$ cat src/hw/rtl/bbf_pkg.sv
// ----------------------------------------------------------------------------
// bbf_pkg
// Shared types and constants for the RGB box blur filter.
// ----------------------------------------------------------------------------
package bbf_pkg;

   // reciprocal of the window area, ceil(2^RecipShift / (2r+1)^2), exact for
   // floor division of any window sum up to radius 15
   localparam int RecipShift = 28;
   localparam int RecipW     = 29;

   typedef logic [RecipW-1:0] recip_type;

   localparam recip_type RECIP_TABLE [16] = '{
      29'd268435456, 29'd29826162, 29'd10737419, 29'd5478275,
      29'd3314018,   29'd2218475,  29'd1588376,  29'd1193047,
      29'd928843,    29'd743589,   29'd608698,   29'd507440,
      29'd429497,    29'd368225,   29'd319187,   29'd279330
   };

   typedef struct packed {
      logic [7:0] red;
      logic [7:0] green;
      logic [7:0] blue;
   } pixel_type;

   // per-item control from the sequencer to the window datapath
   typedef struct packed {
      logic row_zero;   // first row of the frame, column sum starts fresh
      logic row_full;   // a full span of rows is stored, drop the oldest
      logic col_zero;   // first column of the row, window total starts fresh
      logic col_full;   // a full span of columns is held, drop the oldest
   } win_ctrl_type;

   typedef enum logic [1:0] {
      ST_IDLE,
      ST_CALC,
      ST_MUL,
      ST_EMIT
   } state_type;

   localparam logic CSR_PADDED_WIDTH  = 1'b0;
   localparam logic CSR_WINDOW_RADIUS = 1'b1;

endpackage

$ cat src/hw/rtl/bbf_window.sv
// ----------------------------------------------------------------------------
// bbf_window
// Column sum update and horizontal running window total per channel.
// ----------------------------------------------------------------------------
module bbf_window import bbf_pkg::*; #(
   parameter int  MAX_RADIUS = 7,
   localparam int SpanMax    = 2*MAX_RADIUS + 1,
   localparam int SpanW      = $clog2(SpanMax + 1),
   localparam int IdxW       = $clog2(SpanMax),
   localparam int ColW       = $clog2(255*SpanMax + 1),
   localparam int TotW       = $clog2(255*SpanMax*SpanMax + 1)
) (
   input  logic                  clock,
   input  logic                  calc_en,
   input  win_ctrl_type          ctrl,
   input  logic [SpanW-1:0]      span,
   input  pixel_type             pix,
   input  pixel_type             leave,
   input  logic [3*ColW-1:0]     cs_rd,
   output logic [3*ColW-1:0]     cs_new,
   output logic [TotW-1:0]       tot [3]
);

   logic [ColW-1:0] col_ff [SpanMax][3];
   logic [TotW-1:0] tot_ff [3];
   logic [TotW-1:0] tot_in [3];
   logic [ColW-1:0] cs_ch  [3];
   logic [7:0]      pix_ch [3];
   logic [7:0]      lv_ch  [3];
   logic [SpanW-1:0] sel_w;
   logic [IdxW-1:0]  sel;

   assign pix_ch[0] = pix.blue;
   assign pix_ch[1] = pix.green;
   assign pix_ch[2] = pix.red;
   assign lv_ch[0]  = leave.blue;
   assign lv_ch[1]  = leave.green;
   assign lv_ch[2]  = leave.red;

   assign sel_w = span - SpanW'(1);
   assign sel   = sel_w[IdxW-1:0];

   always_comb begin
      for (int c = 0; c < 3; c++) begin
         cs_ch[c] = (ctrl.row_zero ? ColW'(0) : cs_rd[c*ColW +: ColW])
                  + ColW'(pix_ch[c])
                  - (ctrl.row_full ? ColW'(lv_ch[c]) : ColW'(0));
         cs_new[c*ColW +: ColW] = cs_ch[c];
         tot_in[c] = (ctrl.col_zero ? TotW'(0) : tot_ff[c])
                   + TotW'(cs_ch[c])
                   - (ctrl.col_full ? TotW'(col_ff[sel][c]) : TotW'(0));
      end
   end

   // col_ff[k] holds the column sum k+1 columns back
   always_ff @(posedge clock) begin
      if (calc_en) begin
         for (int c = 0; c < 3; c++) begin
            tot_ff[c]    <= tot_in[c];
            col_ff[0][c] <= cs_ch[c];
            for (int k = 1; k < SpanMax; k++) begin
               col_ff[k][c] <= col_ff[k-1][c];
            end
         end
      end
   end

   assign tot = tot_ff;

endmodule

$ cat config.mk
export PLATFORM = sky130hd
export DESIGN_NAME = bbf_window
export DESIGN_NICKNAME = d
export VERILOG_FILES = /design/src/hw/rtl/bbf_pkg.sv /design/src/hw/rtl/bbf_window.sv
export SDC_FILE = /design/constraint.sdc
export NUM_CORES = 1
export LEC_CHECK = 0
export BUFFER_PORTS_ARGS = -buffer_cell sky130_fd_sc_hd__buf_2
export CORE_MARGIN = 10
export CORE_UTILIZATION = 60
export CTS_CLUSTER_SIZE = 40
export DETAILED_ROUTE_END_ITERATION = 8
export MAX_ROUTING_LAYER = met4
export PLACE_DENSITY = 0.87
export SYNTH_ARGS = -nofsm -noshare
export SYNTH_HDL_FRONTEND = slang
export SYNTH_SLANG_ARGS = --single-unit
$ cat constraint.sdc
create_clock -name clock -period 8.13 [get_ports clock]
set_clock_uncertainty 0.15 [all_clocks]
set_input_delay 0.4065 -clock clock [delete_from_list [all_inputs] [get_ports clock]]
set_output_delay 0.4065 -clock clock [all_outputs]
set_load 0.1 [all_outputs]
# Yosys cells after proc, flatten, opt, wreduce, memory -nomap -nowiden
# Memories as Yosys holds them, arrays and structs flattened.
# Index checks and enable logic that the tools add are counted.
# Widths: inputs -> output; s select.
# word_totals
mem_bits_rw	540
out_inout_bits	84
regBits	48
mem_count	1
word_cells	31
# memory_table
name	depth	word_bits	read_ports	rd_ports_with_merged_regs	wr	line	text
col_ff	15	36	15	0	15	bbf_window.sv:24	logic [ColW-1:0] col_ff [SpanMax][3];
# op_classes
addsub	13
muxes	14
# ops
cell	count
$mux 12	6
$add 16x12->16	3
$mux 16	3
$sub 16x12->16	3
$add 12x8->12	3
$sub 12x8->12	3
$mux 8	3
$sub 4x1->4 const B	1
$mux 1	2

# Logic depth before layout (Yosys ltp)
# Gate-level depths: netlist of the first run.
# logic_depth
depth_word	5
depth_mapped	22
mapped_depth_nobuf	18

# Least setup slack after synthesis of the first run
# Ideal clock, no wire load.
# synth_timing
kind	input to register
from	input port ctrl[3] in the netlist's numbering
to	register tot_ff, in the netlist tot[29] (data pin)
arrival_ns	7.106
path_stages	18
setup_ns	0.259
path_buffers	3
slack_ns	0.615
required_time_ns	7.721
path_cell_list	clkbuf_1 > clkbuf_1 > nand2b_1 > fa_1 > inv_1 > fa_1 > a211o_1 > a21oi_1 > o21ai_0 > and4_1 > nor3_1 > fa_1 > ha_1 > buf_6 > a21o_1 > a221o_1 > a221o_1 > a211o_1
# synth_rtl
element	line	text
from (decl)	bbf_window.sv:15	input win_ctrl_type ctrl,
to (signal, indexed assignment)	bbf_window.sv:59	tot_ff[c] <= tot_in[c];
to (decl)	bbf_window.sv:25	logic [TotW-1:0] tot_ff [3];

==> run summary, run 1 <==
Outcome
* complete, no violations — run status

Clock network
* 2 — CTS H-Tree Depth
* 3 — CTS max path bufs
* 57 — TritonCTS Buffers
* 0.60 ns — clock insertion delay at the later pin of the skew report
* 0 — post-CTS setup repair buffer count
* yes — TritonCTS clock tree
* 588 — clk sinks
* clkbuf_16 — Clock Root Buffer
* 0.07 ns — clock slew at reported path FFs
* 0 — number of hold-repair buffers added at the cts stage
* 0 — Gates resized, CTS repair

Worst hold path
* in2reg — Hold Crit Class
* pix[8] — min-delay src
* col_ff[0][12]$_DFFE_PP_ — endpoint with the worst hold slack
* 2 — hold-critical path depth

Floorplanning
* 56300 sq um — die outline area
* 46700 sq um — area inside the core boundary
* 237 um — Vert. Die Dim
* 237 um — die extent in x
* 60.7% — effective utilization at floorplan
* 79 — number of standard-cell rows in the floorplan
* 178 — Top-Level Pins

Timing
* 0 — number of endpoints with negative hold slack in the final report
* 0 ns — TNS Setup
* 5.37 ns — time the final worst path needs with I/O delays and setup
* 1.24 ns — Slew @ Worst Pin
* 0.186 GHz — maximum frequency from static timing analysis
* no — setup repair after global routing missed its margin
* 17.4% — worst slew margin relative to its limit
* 0 — pins over their slew limit
* 0.120 ns — hold_ws
* 66.0% — final cycle utilization of the critical path
* 0 — final setup vio count

Critical path
* 5.55 ns — arrival time worst endpoint
* col_ff[8][12]$_DFFE_PP_ — worst r2r src
* inv_1 — most used cell along the critical path
* 0.91 ns — highest cell delay on the worst timing path
* 13 — number of cells traversed by the worst register-to-register path
* tot[28]$_DFFE_PP_ — Reg-to-Reg End
* primary input — kind of start point of the critical path
* 3.91 ns — internal reg-to-reg setup slack
* 61 — maximum net fanout on the critical path
* in2reg — WS Path Type
* xnor2_2 — master of the slowest instance on the critical path
* flop — category of the worst setup path capture point
* buf_8 > inv_1 > ha_4 > xnor2_2 > buf_4 > a211oi_1 > a211o_1 > and3_1 > ha_1 > inv_1 > ha_1 > inv_1 > fa_1 > nor2b_1 > o31a_1 > o21ai_0 > o21ai_0 > xor2_1 — cells along the critical path
* 8.31 ns — critical path required time

Final layout
* 19.8% — fraction of layout cells with a size suffix above 1
* 0 — antenna diode count
* 2242 — total number of nets in the final design
* 11.2% — area overhead of the layout relative to synthesis

Drt
* 0 — antenna-violating nets left
* 5 — length of the first detailed-routing pass in iterations
* 16500 — via count
* 62.2 mm — WL final
* 6.24 — detail-routed via count per cell
* 23.5 um — detailed-route wire length per cell
* 1827 — number of DRC markers in iteration 0
* 0 — DR DRC count

Power and ir drop
* 11.9 nW — Leak Pwr
* 361 uV — worst voltage drop across the vdd grid
* 370 nW/um^2 — PD cells
* 11.7 mW — Final Power

Logic synthesis
* edfxtp_1 — dominant register cell in the synthesized netlist
* 0% — Post-synth ARST share
* 62.3% — proportion of synthesized chip area in sequential cells
* 28300 sq um — combined area of all synthesized cells
* 0 — count of yosys warnings during synthesis
* 2062 — Mapped Nets
* 588 — flip-flop and latch count after synthesis
* 15.5 sq um — average instance area after synthesis
* 63 — number of distinct library cells after synthesis
* 588 — count of flip-flops with a built-in enable after synthesis
* 1823 — Synth Instances

Global routing
* 1 — initial antenna violation count
* 227 — pin count of the biggest net entering global routing
* 17300 — vias in the first global route
* 22.7% — total routing resource utilization after global routing
* 0 — grt total ovfl
* 98.5 mm — global-route wire length before repair

Placed design
* 40.8 mm — HPWL after detailed placement
* 0.922 — last weighted congestion value of the routability-driven placer
* 177 — I/O Buffers

Flow run
* 0 — MaxCap Viol Count

[flip-flops by register name, indices dropped and copies added, names as in the netlist]
name    count
col_ff    540
tot        48
[area by class of cell]
class,instances,area (sq um)
Clock buffer,70,1480
Clock inverter,26,220
Fill cell,2965,15200
Inverter,137,514
Multi-Input combinational cell,1020,9770
Sequential cell,588,17700
Tap cell,607,759
Timing Repair Buffer,199,1110
[worst max-delay path, delay by kind of cell]
kind	cells	cell delay [ns]
buffers and inverters	5	1.27
and+or+nand+nor	2	0.40
adders and majority gates	4	1.18
xor gates and xnor gates	2	1.02
AOI/OAI and AO/OA	5	1.23
[routing by layer]
metal,share of wire (%),up-vias,GRT usage [%]
li1,-,7276,-
met1,41,8277,30.7
met2,49,845,35.6
met3,8.0,109,3.49
met4,2.1,0,6.16
met5,0,-,-
[Yosys cell counts (all sizes together), types with 6 or more instances]
master / count / area (sq um)
edfxtp: 588 / 17700
inv: 137 / 514
mux4: 108 / 2430
nand2: 108 / 405
ha: 85 / 1060
o21ai: 77 / 385
mux2i: 75 / 751
fa: 60 / 1200
nand2b: 59 / 369
a21oi: 54 / 282
nor2: 45 / 169
xnor2: 45 / 394
buf: 41 / 282
clkbuf: 37 / 139
o211ai: 34 / 255
nor2b: 33 / 206
and2: 29 / 181
a211oi: 25 / 198
xor2: 23 / 201
a21o: 20 / 150
and3: 19 / 119
a211o: 17 / 149
o21a: 12 / 90.1
nor3: 9 / 45.0
nand3: 7 / 35.0
a2111oi: 6 / 90.1
[power breakdown]
group          internal (mW)  switching (mW)  leakage (nW)
clock                   1.35            1.12         0.822
combinational           1.55            3.49          5.37
sequential              3.93           0.211          5.75
total                   6.83            4.82          11.9
[stage by stage]
step	cell area, sq um	cells	worst slack [ns]	utilization (%)
2_1_floorplan	28300	1823	0.615	-
3_3_place_gp	29800	2551	2.40	63.9
3_5_place_dp	29800	2551	2.30	63.9
4_1_cts	31500	2647	2.81	67.5
5_1_grt	31500	2647	2.47	67.5
6_report	31500	2647	2.76	67.5
[worst max path at each step]
stage	from	to	slack, ns	cells past startpoint
2_1_floorplan	ctrl[3]	tot[29]$_DFFE_PP_	0.62	18
3_3_place_gp	span[0]	tot[44]$_DFFE_PP_	2.40	18
3_5_place_dp	span[0]	tot[44]$_DFFE_PP_	2.30	18
4_1_cts	span[0]	tot[44]$_DFFE_PP_	2.81	18
5_1_grt	span[0]	tot[44]$_DFFE_PP_	2.47	18
6_report	span[0]	tot[44]$_DFFE_PP_	2.76	18
[cell families after synthesis]
group                    synth area share (%)
adder cells (fa/ha/maj)                  7.99
buffers and inverters                    3.30
AO/OA/AOI/OAI                            7.00
AND/OR/NAND/NOR                          6.05
XOR/XNOR                                 2.10
multiplexers                             11.2
flip-flops                               62.3
[cell usage in the layout, fill, tap and decap left out, types with 7 or more instances in the layout]
cell	count
and2_1	29
clkinv_1	8
nand2_1	108
nand3_1	7
o21ai_0	77
edfxtp_1	588
fa_1	60
nor3_1	9
xnor2_1	43
nand2b_1	59
clkbuf_1	13
a211oi_1	23
buf_2	175
buf_4	19
nor2_1	45
a211o_1	17
a21oi_1	51
ha_1	84
a21o_1	20
and3_1	19
mux4_2	108
xor2_1	23
o21a_1	12
mux2i_1	75
inv_1	137
clkbuf_16	57
o211ai_1	34
nor2b_1	33
(Power assumes the default switching activity.)
==> inputs of run 2 (changes only) <==
==> constraint.sdc (replaced) <==
create_clock -name clock -period 5 [get_ports clock]
set_clock_uncertainty 0.15 [all_clocks]
set_input_delay 0.25 -clock clock [delete_from_list [all_inputs] [get_ports clock]]
set_output_delay 0.25 -clock clock [all_outputs]
set_load 0.1 [all_outputs]
==> run summary, run 2 (synthesized netlist as in run 1, its figures left out) <==
Power and ir drop
* 11.4 mW — P_int
* 19.3 mW — Final Power
* 35.0% — fraction of power consumed by sequential logic
* 596 uV — worst voltage drop across the vdd grid
* 599 nW/um^2 — PD cells
* 12.3 nW — Leak Pwr
* 7.94 mW — Net Sw Power
* 20.4% — Clk network pwr share
* 44.6% — relative contribution of combinational cells to total power
* 41.1% — switching share of total power

Timing
* 4.58 ns — time the final worst path needs with I/O delays and setup
* 91.6% — final cycle utilization of the critical path
* 0 — final setup vio count
* 1.05 ns — Slew @ Worst Pin
* 0.218 GHz — maximum frequency from static timing analysis
* 0 — number of endpoints with negative hold slack in the final report
* no — setup repair after global routing missed its margin
* 0 — pins over their slew limit
* 0 ns — TNS Setup
* 29.7% — worst slew margin relative to its limit

Final layout
* 0 — antenna diode count
* 2286 — total number of nets in the final design
* 540 — Largest register FFs
* edfxtp_1 (588), buf_2 (175), inv_1 (136), nand2_1 (108), mux4_2 (108) — commonest cells after routing, fill and taps aside
* 23.1% — fraction of layout cells with a size suffix above 1
* col_ff — largest reg by FF count
* edfxtp_1 — leading cell type in the layout, fill and taps excluded
* 13.9% — area overhead of the layout relative to synthesis

Drt
* 6.24 — detail-routed via count per cell
* 1943 — number of DRC markers in iteration 0
* 64.0 mm — WL final
* 0 — antenna-violating nets left
* 6 — length of the first detailed-routing pass in iterations
* 16800 — via count
* 0 — DR DRC count
* 23.7 um — detailed-route wire length per cell

Clock network
* yes — TritonCTS clock tree
* 0.59 ns — clock insertion delay at the later pin of the skew report
* 0.06 ns — clock slew at reported path FFs
* clkbuf_16 — Clock Root Buffer
* 3 — CTS max path bufs
* 0 — post-CTS setup repair buffer count
* 54 — TritonCTS Buffers
* 0 — Gates resized, CTS repair
* 588 — clk sinks
* 2 — CTS H-Tree Depth

Floorplanning
* 60.7% — effective utilization at floorplan
* 79 — number of standard-cell rows in the floorplan
* 46700 sq um — area inside the core boundary
* 56300 sq um — die outline area
* 237 um — die extent in x
* 178 — Top-Level Pins
* 237 um — Vert. Die Dim

Placed design
* 177 — I/O Buffers
* 0.883 — last weighted congestion value of the routability-driven placer
* 41.8 mm — HPWL after detailed placement

Global routing
* 23.5% — total routing resource utilization after global routing
* 0 — grt total ovfl
* 101 mm — global-route wire length before repair
* 133 — pin count of the biggest net entering global routing
* 0 — initial antenna violation count
* 17600 — vias in the first global route

Critical path
* flop — category of the worst setup path capture point
* 5.17 ns — critical path required time
* 4.75 ns — arrival time worst endpoint
* in2reg — WS Path Type
* 24 — maximum net fanout on the critical path
* primary input — kind of start point of the critical path

Flow run
* 0 — MaxCap Viol Count

Worst hold path
* in2reg — Hold Crit Class

Outcome
* complete, no violations — run status

[run 2: cell count changes in the layout (fill, tap and decap cells not counted), sizes merged]
cell / change
clkbuf: -1
buf: +45
clkinv: +2
dlygate4sd3: +2
bufinv: +1
inv: -1
[run 2: area by class of cell]
type / count / area, sq um
tap: 607 / 759
clock buffer: 69 / 1410
timing repair buffer: 246 / 1550
fill: 2836 / 14400
sequential: 588 / 17700
inverter: 137 / 514
clock inverter: 28 / 239
multi-input combinational: 1020 / 10100
[run 2: per-layer routing]
layer | vias to the layer above | wire length [um] | track usage (%)
met5 | - | 0 | -
met4 | 0 | 1040 | 5.48
met3 | 89 | 5440 | 3.91
met2 | 952 | 31300 | 36.6
met1 | 8411 | 26200 | 32.2
li1 | 7377 | - | -
[run 2: timing repair]
| action | 4_1_cts | 5_1_grt |
|---|---|---|
| hold endpoints to repair | 2 | 0 |
| hold buffers | 2 | 0 |
| endpoints found under the setup margin | 0 | 0 |
[run 2: through the flow]
stage	setup WS, ns	instances	hold slack [ns]	area [sq um]	utilization, %
after floorplan	-0.591	1823	0.212	28700	-
after global placement	0.0198	2596	0.275	30600	65.6
after detailed placement	-0.177	2596	0.277	30600	65.6
after CTS	0.442	2695	0.0880	32300	69.2
after global routing	0.0445	2695	0.0925	32300	69.2
final	0.420	2695	0.108	32300	69.2
[run 2: power by group through the flow]
stage	logic, mW	clock network [mW]	registers [mW]
after global placement	8.19	0	6.77
final	8.62	3.95	6.76
after CTS	8.54	3.99	6.75
after global routing	9.20	4.17	6.81
after floorplan	5.09	0	8.13
after detailed placement	8.41	0	6.83
[run 2: path summary, 6_finish.rpt]
path	startpoint	endpoint	slack (ns)	cells past startpoint
worst min register to register	col_ff[2][4]$_DFFE_PP_	col_ff[3][4]$_DFFE_PP_	0.29	0
worst min-delay path	pix[16]	col_ff[0][0]$_DFFE_PP_	0.11	2
worst max-delay path	ctrl[3]	tot[14]$_DFFE_PP_	0.42	18
worst max register to register	col_ff[8][0]$_DFFE_PP_	tot[12]$_DFFE_PP_	0.95	13
[run 2: critical path, stage by stage]
cell and delay [ns]:
buf_2 0.22, nand2b_1 0.21, fa_1 0.50, inv_1 0.04
ha_1 0.32, a2111oi_0 0.42, o211ai_1 0.24, a41oi_1 0.30
xor2_1 0.34, fa_1 0.45, inv_1 0.06, ha_1 0.30
a21oi_1 0.16, o21ai_0 0.18, buf_4 0.19, a31o_2 0.23
a31oi_1 0.21, xnor2_1 0.11
